===== config.mk =====
export PLATFORM = sky130hd
export DESIGN_NAME = scpa_ctrl
export DESIGN_NICKNAME = d
export VERILOG_FILES = /design/src/hw/rtl/scpa_pkg.sv /design/src/hw/rtl/scpa_ctrl.sv
export SDC_FILE = /design/constraint.sdc
export NUM_CORES = 1
export LEC_CHECK = 0
export ABC_AREA = 1
export BUFFER_PORTS_ARGS = -buffer_cell sky130_fd_sc_hd__buf_4
export CAP_MARGIN = 10
export CORE_AREA = 2 2 39 41
export DETAILED_ROUTE_END_ITERATION = 16
export DIE_AREA = 0 0 41 43
export PLACE_DENSITY_LB_ADDON = 0.1
export SYNTH_ARGS = -nofsm -noshare
export SYNTH_HDL_FRONTEND = slang
export SYNTH_SLANG_ARGS = --single-unit

===== constraint.sdc =====
create_clock -name clk -period 1.9 [get_ports clk]
set_input_delay 0.285 -clock clk [delete_from_list [all_inputs] [get_ports clk]]
set_output_delay 0.285 -clock clk [all_outputs]
set_load 0.03 [all_outputs]

===== src/hw/rtl/scpa_pkg.sv =====
// Package: constants, item types, controller/datapath interface types and carve/page helper functions.
`default_nettype none
package scpa_pkg;
  localparam int NUM_PAGES    = 64;
  localparam int PAGE_BYTES   = 4096;
  localparam int NUM_CLASSES  = 12;
  localparam int WORD_BYTES   = 8;
  localparam int PAGE_WORDS   = PAGE_BYTES / WORD_BYTES;
  localparam int PAGE_SHIFT   = $clog2(PAGE_WORDS);
  localparam int REGION_WORDS = NUM_PAGES * PAGE_WORDS;
  localparam int ADDR_W       = 15;
  localparam int PAGE_W       = $clog2(NUM_PAGES);
  localparam int PCNT_W       = 7;
  localparam int CLS_W        = 4;
  localparam int LEFT_W       = 10;
  localparam int HEAD_W       = 16;
  localparam int BYTES_W      = 15;
  localparam int SIZE_W       = 16;

  localparam logic [1:0] ST_OK       = 2'd0;
  localparam logic [1:0] ST_TOO_BIG  = 2'd1;
  localparam logic [1:0] ST_NO_PAGES = 2'd2;
  localparam logic [1:0] ST_UNOWNED  = 2'd3;

  localparam logic MODE_ALLOC = 1'b0;
  localparam logic MODE_FREE  = 1'b1;

  typedef struct packed {
    logic              mode;
    logic [SIZE_W-1:0] req_size;
    logic [ADDR_W-1:0] free_addr;
  } req_t;

  typedef struct packed {
    logic [1:0]         status;
    logic [ADDR_W-1:0]  block_addr;
    logic [BYTES_W-1:0] block_bytes;
  } rsp_t;

  typedef struct packed {
    logic load_req;
    logic commit_look;
    logic commit_pop;
    logic rd_en;
  } cmd_t;

  typedef struct packed {
    logic need_pop;
    logic out_free;
  } sts_t;

  function automatic logic [LEFT_W-1:0] carve_count(input logic [CLS_W-1:0] c);
    int w;
    w = PAGE_WORDS >> c;
    if (w == 0) w = 1;
    return LEFT_W'(w);
  endfunction

  function automatic logic [PCNT_W:0] pages_needed(input logic [CLS_W-1:0] c);
    int w;
    w = ((1 << c) + PAGE_WORDS - 1) >> PAGE_SHIFT;
    return (PCNT_W + 1)'(w);
  endfunction
endpackage
`default_nettype wire


===== src/hw/rtl/scpa_ctrl.sv =====
// Controller state machine: accept, look up, optional list pop, result load.
`default_nettype none
module scpa_ctrl import scpa_pkg::*; (
  input  wire logic clk,
  input  wire logic rst,
  input  wire logic in_valid,
  output      logic in_stall,
  input  wire sts_t sts,
  output      cmd_t cmd
);
  typedef enum logic [2:0] {
    S_IDLE = 3'b001,
    S_LOOK = 3'b010,
    S_POP  = 3'b100
  } state_t;

  state_t state, state_next;

  always_comb begin
    state_next = state;
    cmd = '0;
    in_stall = (state != S_IDLE);
    case (state)
      S_IDLE: begin
        if (in_valid) begin
          cmd.load_req = 1'b1;
          state_next = S_LOOK;
        end
      end
      S_LOOK: begin
        if (sts.need_pop) begin
          cmd.rd_en = 1'b1;
          state_next = S_POP;
        end else if (sts.out_free) begin
          cmd.commit_look = 1'b1;
          state_next = S_IDLE;
        end
      end
      S_POP: begin
        if (sts.out_free) begin
          cmd.commit_pop = 1'b1;
          state_next = S_IDLE;
        end
      end
      default: state_next = S_IDLE;
    endcase
  end

  always_ff @(posedge clk) begin
    if (rst) state <= S_IDLE;
    else state <= state_next;
  end
endmodule
`default_nettype wire


Word level (Yosys, flattened, before mapping)
Index checks and enable logic that the tools add are counted.
Widths: inputs -> output; s select.
{ "word_totals": {"ff_bits": 3, "input_bits": 5, "out_inout_bits": 5, "wordCells": 18} }
{ "op_classes": {"eq_ne": 5, "n_mux": 12} }
{ "op_table": {"columns": ["operator", "count"], "rows": [
  ["$mux 3", 3],
  ["$pmux 3 s3", 1],
  ["$mux 1", 8],
  ["$eq 3x1->1 const B", 1],
  ["$eq 3x2->1 const B", 1],
  ["$eq 3x3->1 const B", 1],
  ["$ne 3x1->1 const B", 1],
  ["$ne 2x2->1 const B", 1]
]} }

Logic depth before layout (Yosys ltp)
Gate-level depths: netlist (run 1).
{ "depth": {"depth_word": 3, "ltp_mapped": 5, "depth_no_buf": 5} }

Worst setup path after synthesis (run 1)
OpenSTA, ideal clock, no wires.
{ "synth_timing": {"kind": "reg-to-output", "start": "register state[1]", "end": "output cmd[3] (netlist bit)", "t_arrival_ns": 0.991, "required_ns": 1.615, "path_slack_ns": 0.624, "stages_incl_launch_ff": 4, "n_path_buf": 0, "cell_sequence": "dfxtp_1 -> inv_2 -> nand3_4 -> nor2_1"} }
{ "synth_lines": {"columns": ["item", "line_no", "source"], "rows": [
  ["start: declaration", "scpa_ctrl.sv:17", "state_t state, state_next;"],
  ["start signal: assignment", "scpa_ctrl.sv:51", "else state <= state_next;"],
  ["end: declaration", "scpa_ctrl.sv:9", "output cmd_t cmd"]
]} }

==> results of run 1 <==
==> cells in the final DEF (no fill, tap or decap) <==
cell type	n
inv_1	4
clkbuf_4	3
nor2b_4	1
clkbuf_1	1
nand4_1	2
dfxtp_1	3
nor2_2	3
nand3_1	5
nand3_4	1
a21oi_1	1
inv_2	3
nor2_1	3
nand2_1	4
buf_4	9
==> power by group <==
part           total [mW]  internal [mW]  switching [mW]
clock network       0.110         0.0786          0.0314
logic               0.212         0.0775           0.135
registers          0.0986         0.0795          0.0191
total               0.421          0.236           0.185
==> kinds of logic (layout without fill, tap and decap cells) <==
family          after synthesis  after routing  share of synthesized area (%)
compound gates                1              1                           2.44
buf+inv                       7             20                           12.8
flops                         3              3                           29.3
simple gates                 19             19                           55.5
==> worst min-delay path by stage <==
stage,depth (start not counted),endpoint,slack [ns]
5_1_grt,2,state[2]$_SDFFE_PP0P_,0.22
4_1_cts,2,state[2]$_SDFFE_PP0P_,0.22
3_5_place_dp,2,state[2]$_SDFFE_PP0P_,0.47
3_3_place_gp,2,state[2]$_SDFFE_PP0P_,0.47
6_report,2,state[2]$_SDFFE_PP0P_,0.23
2_1_floorplan,1,state[2]$_SDFFE_PP0P_,0.35
==> layer usage <==
metal | vias up | wire (um) | GRT usage (%)
met2 | 8 | 295 | 12.2
met1 | 104 | 203 | 5.77
met3 | 0 | 42 | 3.66
met4 | 0 | 0 | 8.00
met5 | - | 0 | 0
li1 | 123 | - | -
==> metrics by stage <==
step	hold slack (ns)	power [mW]	cell area, um2	cells
finish	0.231	0.421	319	59
global route	0.222	0.457	319	59
CTS	0.223	0.432	319	59
detailed placement	0.468	0.312	293	55
global placement	0.471	0.311	293	55
floorplan	0.354	0.249	205	30
==> synth_stat cells <==
cell     number
a21oi_1       1
dfxtp_1       3
inv_1         4
inv_2         3
nand2_1       4
nand3_1       5
nand3_4       1
nand4_1       2
nor2_1        3
nor2_2        3
nor2b_4       1
==> cell type report <==
class,instances,area (um2)
fill,169,1060
tap,16,20.0
sequential,3,60.1
timing repair buffer,9,67.6
clock buffer,4,26.3
inverter,7,26.3
multi-input combinational,20,119
==> reports/qor.csv, run 1 <==
stage;metric;value;unit
worst_setup_path;crit-path max cell delay;0.34;ns
global_routing;initial antenna violation count;0;
worst_setup_path;WP depth;4;
layout;Largest Register;state;
placement;DPL Wire Length;439;um
cts;CTS resizes;0;
global_routing;Total Routing Usage GR;7.62;%
worst_setup_path;Worst EP arrival;1.08;ns
cts;CTS clk-pin slew, worst paths;0.04;ns
global_routing;first-pass GRT wire length;841;um
worst_setup_path;r2r startpoint;state[1]$_SDFFE_PP0P_;
power_and_ir_drop;leak pwr;0.164;nW
sta;min Tclk post-route;1.36;ns
synthesis;Mapped Cells;30;
synthesis;top post-synthesis cells by area;dfxtp_1 (29%), nand3_1 (12%), nor2_2 (9.1%);
layout;area delta synth->final;55.5;%
route;Pre-Repair DR Iteration Count;6;
worst_setup_path;CP Launch Type;register;
cts;post-CTS setup buffer count;0;
route;Vias;235;
global_routing;number of global-route vias before repair;240;
layout;Largest regs;state x3;
route;routed vias/inst;3.98;
route;Routed wire per std cell;9.15;um
run_status;status;finished clean;
route;DRC;0;
worst_setup_path;Slowest-stage cell, CP;dfxtp_1;
placement;global placement routability congestion;0.631;
worst_setup_path;capturing point of the worst reg2reg path;state[0]$_SDFFE_PP1P_;
global_routing;largest net degree at the start of global routing;7;
worst_setup_path;Crit Path Class;reg2out;
sta;Max Clk Rate;733;MHz
synthesis;leading area contributor after synthesis;dfxtp_1;
worst_setup_path;crit path max fanout;4;
cts;worst-skew pair later-pin latency;0.23;ns
min_path;hold path startpoint;rst;
synthesis;average size of a mapped cell;6.84;um2
synthesis;Post-Syn Area;205;um2
die;starting density of the core;14.8;%
placement;DP Worst Slack;0.776;ns
placement;IO buf count;9;
sta;RSZ-0062 raised after global routing;false;
route;1st-iter DRT viols;5;
synthesis;#FFs+latches synth;3;
cts;Max clock buf depth;2;
route;Antenna Nets Post-Route;0;
power_and_ir_drop;Max VDD drop;0.492;mV
worst_setup_path;r2r setup slk;0.97;ns
worst_setup_path;Buf+Inv Stages, Crit Path;2;
worst_setup_path;crit path to;cmd[1];
route;total wire length;540;um
cts;cts hold-fix bufs;0;
cts;H-tree levels;1;
worst_setup_path;delay-heaviest family, CP;flip-flops;
min_path;Hold WC Path Type;in2reg;
global_routing;grt ovf;0;
layout;Final nets;49;
synthesis;Cell variety after synth;11;
die;Die Y-Extent;43;um
die;row count;14;
synthesis;syn_nets;35;
synthesis;Synth Warn #;0;
worst_setup_path;cells on worst reg2reg path;5;
synthesis;Seq/Total Area, Yosys;29.3;%
worst_setup_path;crit-path cells;inv_2, nand3_1, nor2_1, buf_4;
cts;CTS tree;yes;
die;number of I/O pins;10;
power_and_ir_drop;total power density per cell area;1320;mW/mm2
die;Die X;41;um
synthesis;top-area cell type share of the netlist area;29.3;%
worst_setup_path;CP required;1.62;ns
worst_setup_path;crit path capture type;output pin;
sta;Slew @ Worst Pin;0.165;ns
sta;final setup vio count;0;
job;Max Cap Viol;0;
sta;Fin. Hold Viols;0;
layout;n_diodes;0;
sta;slack of the critical path;0.535;ns
layout;final core utilization;23.1;%
die;core area;0.00138;mm2
sta;final period utilization;71.8;%
cts;Num CTS Buffers;3;
cts;Clk Tree Root Cell;clkbuf_4;
layout;max reg flops;3;
sta;fin. max-slew vios;0;
sta;Final TNS setup;0;ns
sta;Relative slew margins;89.0;%
cts;clk sink count;3;
die;die area;0.00176;mm2
worst_setup_path;Setup crit start;state[1]$_SDFFE_PP0P_;
sta;Layout Skew;0.000421;ns
layout;ratio of cells with drive above 1 in the final layout;46.5;%
(Power assumes the default switching activity.)
==> run 2, diff against run 1 <==
==> constraint.sdc (replaced) <==
create_clock -name clk -period 1.15 [get_ports clk]
set_input_delay 0.1725 -clock clk [delete_from_list [all_inputs] [get_ports clk]]
set_output_delay 0.1725 -clock clk [all_outputs]
set_load 0.03 [all_outputs]
==> run 2 against run 1 <==
Net effect:
- the flow now finishes with violations (negative setup slack)
- non-clock buffer count increased by 2
- setup slack worse by 0.56 ns
- combinational power grew 120%
- critical path depth is the same
- cell count up 3.4%
- clock skew barely moved
- sequential power is 89% higher
- largest power group unchanged
- highest routed layer unchanged
==> reports/qor.csv, run 2 (same netlist as run 1, synthesis figures left out) <==
stage;metric;value;unit;change
global_routing;Total Routing Usage GR;8.91;%;was 7.62%
cts;CTS tree;yes;;unchanged
worst_setup_path;r2r setup slk;0.09;ns;was 0.97 ns
cts;Clk Tree Root Cell;clkbuf_4;;unchanged
layout;final core utilization;29.9;%;was 23.1%
sta;fin. max-slew vios;0;;unchanged
layout;Largest regs;state x3;;unchanged
placement;IO buf count;9;;unchanged
min_path;Hold Path Depth;2;;unchanged
sta;slack of the critical path;-0.0224;ns;was 0.535 ns
die;Die Y-Extent;43;um;unchanged
global_routing;initial antenna violation count;0;;unchanged
worst_setup_path;crit path capture type;output pin;;unchanged
route;Pre-Repair DR Iteration Count;2;;was 6
sta;Fin. Hold Viols;0;;unchanged
power_and_ir_drop;total power density per cell area;2030;mW/mm2;was 1320 mW/mm2
global_routing;largest net degree at the start of global routing;5;;was 7
die;die area;0.00176;mm2;unchanged
worst_setup_path;capturing point of the worst reg2reg path;state[1]$_SDFFE_PP0P_;;was state[0]$_SDFFE_PP1P_
cts;Max clock buf depth;2;;unchanged
die;number of I/O pins;10;;unchanged
worst_setup_path;CP Launch Type;register;;unchanged
min_path;hold path startpoint;rst;;unchanged
min_path;Hold WC Path Type;in2reg;;unchanged
route;1st-iter DRT viols;4;;was 5
sta;Layout Skew;0.000638;ns;was 0.000421 ns
sta;Slew @ Worst Pin;0.157;ns;was 0.165 ns
worst_setup_path;Worst EP arrival;1.00;ns;was 1.08 ns
run_status;status;complete, but fails checks;;was finished clean
layout;Final nets;51;;was 49
route;DRC;0;;unchanged
worst_setup_path;Crit Path Class;reg2out;;unchanged
cts;CTS clk-pin slew, worst paths;0.04;ns;about the same
global_routing;grt ovf;0;;unchanged
worst_setup_path;r2r startpoint;state[2]$_SDFFE_PP0P_;;was state[1]$_SDFFE_PP0P_
die;row count;14;;unchanged
power_and_ir_drop;Max VDD drop;0.648;mV;was 0.492 mV
cts;worst-skew pair later-pin latency;0.23;ns;about the same
layout;max reg flops;3;;unchanged
layout;Design Area, Final;414;um2;was 319 um2
die;core area;0.00138;mm2;unchanged
route;Vias;245;;was 235
placement;placed cell areas;298;um2;was 293 um2
placement;DPL Wire Length;411;um;was 439 um
power_and_ir_drop;leak pwr;0.183;nW;was 0.164 nW
global_routing;first-pass GRT wire length;972;um;was 841 um
worst_setup_path;cells on worst reg2reg path;6;;was 5
layout;fill count;159;;was 169
worst_setup_path;crit path max fanout;3;;was 4
route;Antenna Nets Post-Route;0;;unchanged
die;starting density of the core;14.8;%;unchanged
sta;final setup vio count;4;;was 0
cts;H-tree levels;1;;unchanged
layout;n_diodes;0;;unchanged
route;routed vias/inst;4.02;;was 3.98
sta;Relative slew margins;89.5;%;was 89.0%
die;Die X;41;um;unchanged
route;Routed wire per std cell;10.4;um;was 9.15 um
layout;Largest Register;state;;unchanged
placement;global placement routability congestion;0.629;;was 0.631
job;Max Cap Viol;0;;unchanged
min_path;Hold EP;state[2]$_SDFFE_PP0P_;;unchanged
worst_setup_path;CP required;0.98;ns;was 1.62 ns
global_routing;number of global-route vias before repair;256;;was 240
layout;most frequent cells in the layout;buf_4 (6), buf_6 (5), inv_1 (4), nand2_1 (4);;was buf_4 (9), nand3_1 (5), inv_1 (4), nand2_1 (4)
sta;RSZ-0062 raised after global routing;true;;was false
cts;clk sink count;3;;unchanged
cts;cts hold-fix bufs;0;;unchanged
run_status;violations in the final reports;negative setup slack;;
sta;min Tclk post-route;1.17;ns;
layout;area delta synth->final;102;%;was 55.5%
cts;Num CTS Buffers;3;;unchanged
route;total wire length;632;um;was 540 um
layout;most common cell after layout, fill and taps aside;buf_4;;unchanged
layout;ratio of cells with drive above 1 in the final layout;64.4;%;was 46.5%
sta;final period utilization;102;%;
power_and_ir_drop;Power Total;0.841;mW;was 0.421 mW
sta;Max Clk Rate;853;MHz;
run 2: cell types whose count changed in the layout (fill, tap and decap cells not counted), moves of 3 or more:
cell,delta
nor2_4,+3
dfxtp_1,-3
buf_4,-3
buf_6,+5
inv_4,+3
inv_2,-3
run 2: layer usage:
layer / track usage, % / share of wire, % / vias to the layer above
li1: - / - / 125
met5: 0 / 0 / -
met3: 2.09 / 4.9 / 0
met4: 10.0 / 0 / 0
met1: 8.92 / 35 / 114
met2: 13.1 / 60 / 6
run 2: how the worst max path moves through the flow:
stage / from / end / slack (ns)
global placement: state[2]$_SDFFE_PP0P_ / cmd[2] / 0.16
CTS: state[0]$_SDFFE_PP1P_ / cmd[2] / -0.08
detailed placement: state[2]$_SDFFE_PP0P_ / cmd[2] / 0.15
finish: state[2]$_SDFFE_PP0P_ / cmd[3] / -0.02
global route: state[0]$_SDFFE_PP1P_ / cmd[0] / -0.11
floorplan: state[1]$_SDFFE_PP0P_ / cmd[3] / 0.12
run 2: cell type report:
type                       count  area, um2  share of cell area [%]
multi-input combinational     20        164                    39.6
clock buffer                   4       26.3                    6.34
inverter                       7       33.8                    8.16
timing repair buffer          11        101                    24.5
tap                           16       20.0                    4.83
sequential                     3       68.8                    16.6
run 2: metrics by stage:
step	hold WS [ns]	instances	setup TNS (ns)	worst slack [ns]
2_1_floorplan	0.242	30	0	0.119
3_3_place_gp	0.353	55	0	0.159
3_5_place_dp	0.351	55	0	0.153
4_1_cts	0.0933	61	-0.149	-0.0775
5_1_grt	0.0895	61	-0.314	-0.108
6_report	0.0980	61	-0.0605	-0.0224
run 2: power by group:
| part | total [mW] | switching, mW | leakage, nW | internal, mW |
|---|---|---|---|---|
| clock network | 0.187 | 0.0572 | 0.0150 | 0.130 |
| registers | 0.186 | 0.0457 | 0.0258 | 0.140 |
| logic | 0.468 | 0.274 | 0.142 | 0.194 |
run 2: repair_timing:
item | CTS | global route
pin swaps | 5 | 4
endpoints found under the hold margin | 0 | 0
endpoints found under the setup margin | 4 | 5
setup buffers | 2 | 0
gates resized for setup | 11 | 9
run 2: worst max-delay path, cell delays in order (launching register included):
cell and delay [ns]:
dfxtp_4 0.35, inv_4 0.08, nand3_4 0.11, nor2_4 0.10, buf_6 0.13
==> run 3, diff against run 2 <==
--- a/config.mk
+++ b/config.mk
@@ -5,7 +5,6 @@
 export SDC_FILE = /design/constraint.sdc
 export NUM_CORES = 1
 export LEC_CHECK = 0
-export ABC_AREA = 1
 export BUFFER_PORTS_ARGS = -buffer_cell sky130_fd_sc_hd__buf_4
 export CAP_MARGIN = 10
 export CORE_AREA = 2 2 39 41
==> run 3 against run 2 <==
Net effect:
- the flow still finishes with violations (negative setup slack)
- total power decreased by 53%
- clock-buffer cell count unchanged
- critical path depth decreased by 1
- die area unchanged
==> reports/qor.csv, run 3 <==
stage;metric;value;unit;change
synthesis;list of most frequent post-synthesis cells;dfxtp_1 (3), nor2_1 (3), nand2_1 (2), nand2b_1 (2), nor3_1 (2);;was nand3_1 (5), inv_1 (4), nand2_1 (4)
route;DRC;0;;unchanged
worst_setup_path;crit-path max cell delay;0.36;ns;was 0.35 ns
synthesis;average size of a mapped cell;8.08;um2;was 6.84 um2
run_status;violations in the final reports;negative setup slack;;unchanged
worst_setup_path;Worst EP arrival;1.04;ns;was 1.00 ns
sta;RSZ-0062 raised after global routing;true;;unchanged
layout;most common cell after layout, fill and taps aside;buf_4;;unchanged
sta;min Tclk post-route;1.21;ns;was 1.17 ns
global_routing;grt ovf;0;;unchanged
cts;Clk Tree Root Cell;clkbuf_4;;unchanged
worst_setup_path;delay-heaviest family, CP;flip-flops;;unchanged
synthesis;Async S/R FF share, synth;0;%;unchanged
layout;ratio of cells with drive above 1 in the final layout;60.0;%;was 64.4%
global_routing;number of global-route vias before repair;256;;unchanged
layout;Final nets;46;;was 51
global_routing;M1 GR Usage;7.99;%;was 8.92%
sta;Fin. Hold Viols;0;;unchanged
worst_setup_path;CP Launch Type;register;;unchanged
synthesis;top-area cell type share of the netlist area;33.8;%;was 29.3%
sta;Final TNS setup;-0.209;ns;was -0.0605 ns
worst_setup_path;crit path capture type;output pin;;unchanged
worst_setup_path;Buf+Inv Stages, Crit Path;2;;unchanged
synthesis;Post-synth EDFFs;0;;unchanged
worst_setup_path;CP required;0.98;ns;about the same
job;Max Cap Viol;0;;unchanged
placement;IO buf count;9;;unchanged
synthesis;syn_nets;27;;was 35
die;Die Y-Extent;43;um;unchanged
global_routing;GR Layer Usage met2;13.1;%;unchanged
sta;final setup vio count;4;;unchanged
layout;fill count;157;;was 159
synthesis;Synth Warn #;0;;unchanged
synthesis;combinational family with the most area after synthesis;simple AND/OR/NAND/NOR gates;;unchanged
synthesis;multiplexer share of the synthesized area;0;%;unchanged
synthesis;XOR/XNOR share of the synthesized area;0;%;unchanged
cts;Num CTS Buffers;3;;unchanged
sta;Layout Skew;0.00144;ns;was 0.000638 ns
run_status;status;complete, but fails checks;;unchanged
sta;slack of the critical path;-0.0641;ns;was -0.0224 ns
cts;cts hold-fix bufs;0;;unchanged
die;number of I/O pins;10;;unchanged
cts;CTS tree;yes;;unchanged
worst_setup_path;Crit Path Class;reg2out;;unchanged
synthesis;Mapped Cells;22;;was 30
synthesis;Cell variety after synth;15;;was 11
global_routing;largest net degree at the start of global routing;8;;was 5
synthesis;compound-gate portion of the synthesized area;15.5;%;was 2.44%
synthesis;most common flop cell mapped by yosys;dfxtp_1;;unchanged
placement;global placement routability congestion;0.648;;was 0.629
sta;fin. max-slew vios;0;;unchanged
cts;Max clock buf depth;2;;unchanged
die;row count;14;;unchanged
route;routed vias/inst;4.13;;was 4.02
route;Antenna Nets Post-Route;0;;unchanged
global_routing;first-pass GRT wire length;945;um;was 972 um
min_path;Hold WC Path Type;in2reg;;unchanged
route;Pre-Repair DR Iteration Count;2;;unchanged
layout;final core utilization;26.9;%;was 29.9%
global_routing;initial antenna violation count;0;;unchanged
power_and_ir_drop;total power density per cell area;1050;mW/mm2;was 2030 mW/mm2
layout;most frequent cells in the layout;buf_4 (10), buf_6 (4), clkbuf_4 (3);;was buf_4 (6), buf_6 (5), inv_1 (4), nand2_1 (4)
synthesis;top post-synthesis cells by area;dfxtp_1 (34%), and4bb_1 (7.0%), nand2b_1 (7.0%);;was dfxtp_1 (29%), nand3_1 (12%), nor2_2 (9.1%)
power_and_ir_drop;Power Total;0.393;mW;was 0.841 mW
worst_setup_path;Slowest-stage cell, CP;dfxtp_2;;was dfxtp_4
route;total wire length;574;um;was 632 um
sta;Relative slew margins;82.6;%;was 89.5%
route;Vias;231;;was 245
global_routing;GR Util met3;3.14;%;was 2.09%
die;starting density of the core;12.8;%;was 14.8%
cts;H-tree levels;1;;unchanged
synthesis;Post-Syn Area;178;um2;was 205 um2
power_and_ir_drop;Max VDD drop;0.347;mV;was 0.648 mV
global_routing;Total Routing Usage GR;7.92;%;was 8.91%
layout;area delta synth->final;110;%;was 102%
synthesis;#FFs+latches synth;3;;unchanged
worst_setup_path;cell repeated most along the worst path;buf_6;;
synthesis;Simple-Gate Fraction of Synth Area;50.7;%;was 55.5%
layout;max reg flops;3;;unchanged
sta;final period utilization;106;%;was 102%
cts;clk sink count;3;;unchanged
synthesis;Seq/Total Area, Yosys;33.8;%;was 29.3%
global_routing;GRT Max-Usage Layer;met2;;unchanged
die;die area;0.00176;mm2;unchanged
layout;Largest regs;state x3;;unchanged
synthesis;leading area contributor after synthesis;dfxtp_1;;unchanged
die;core area;0.00138;mm2;unchanged
layout;Largest Register;state;;unchanged
route;Routed wire per std cell;10.3;um;was 10.4 um
die;Die X;41;um;unchanged
power_and_ir_drop;leak pwr;0.157;nW;was 0.183 nW
worst_setup_path;r2r setup slk;0.08;ns;was 0.09 ns
layout;n_diodes;0;;unchanged
synthesis;adder-cell share of the synthesized area;0;%;unchanged
worst_setup_path;crit path max fanout;5;;was 3
worst_setup_path;crit-path cells;buf_6, and4bb_1, buf_6;;was inv_4, nand3_4, nor2_4, buf_6
layout;area taken by multi-input logic gates;138;um2;was 164 um2
route;1st-iter DRT viols;4;;unchanged
cts;CTS clk-pin slew, worst paths;0.04;ns;about the same
cts;worst-skew pair later-pin latency;0.23;ns;about the same
layout;register area;68.8;um2;unchanged
sta;Max Clk Rate;824;MHz;was 853 MHz
sta;Slew @ Worst Pin;0.258;ns;was 0.157 ns
run 3: report_power, final:
group	internal, mW	switching [mW]
Sequential	0.109	0.0104
Combinational	0.0489	0.0441
Clock	0.130	0.0500
Total	0.288	0.104
run 3: path summary, 6_finish.rpt:
path / from / to / cells past startpoint
hold reg to reg: state[2]$_SDFFE_PP0P_ / state[1]$_SDFFE_PP0P_ / 1
setup / recovery: state[2]$_SDFFE_PP0P_ / cmd[1] / 3
setup reg to reg: state[1]$_SDFFE_PP0P_ / state[0]$_SDFFE_PP1P_ / 3
hold / removal: rst / state[1]$_SDFFE_PP0P_ / 2
run 3: cell families after synthesis:
group / Yosys count
AO/OA/AOI/OAI: 4
flip-flops: 3
AND/OR/NAND/NOR: 15
run 3: layout make-up:
| cell class | instances | share of cell area, % |
|---|---|---|
| tap | 16 | 5.37 |
| clock buffer | 4 | 7.05 |
| multi-input combinational | 19 | 36.9 |
| sequential | 3 | 18.5 |
| timing repair buffer | 14 | 32.2 |
run 3: routing by layer:
metal  wire length, um  vias to the layer above
li1                  -                      119
met1               233                      106
met2               291                        6
met3                50                        0
met4                 0                        0
met5                 0                        -
run 3: timing repair:
action | 4_1_cts | 5_1_grt
setup endpoints to repair | 5 | 5
setup buffers | 2 | 1
gates resized for setup | 10 | 1
pin swaps | 3 | 1
run 3: stage by stage:
| step | area, um2 | setup WS [ns] | cells | hold WS [ns] |
|---|---|---|---|---|
| floorplan | 188 | -0.00281 | 22 | 0.249 |
| global placement | 290 | 0.0682 | 49 | 0.360 |
| detailed placement | 290 | 0.101 | 49 | 0.362 |
| CTS | 363 | -0.0738 | 55 | 0.110 |
| global route | 373 | -0.131 | 56 | 0.115 |
| finish | 373 | -0.0641 | 56 | 0.117 |
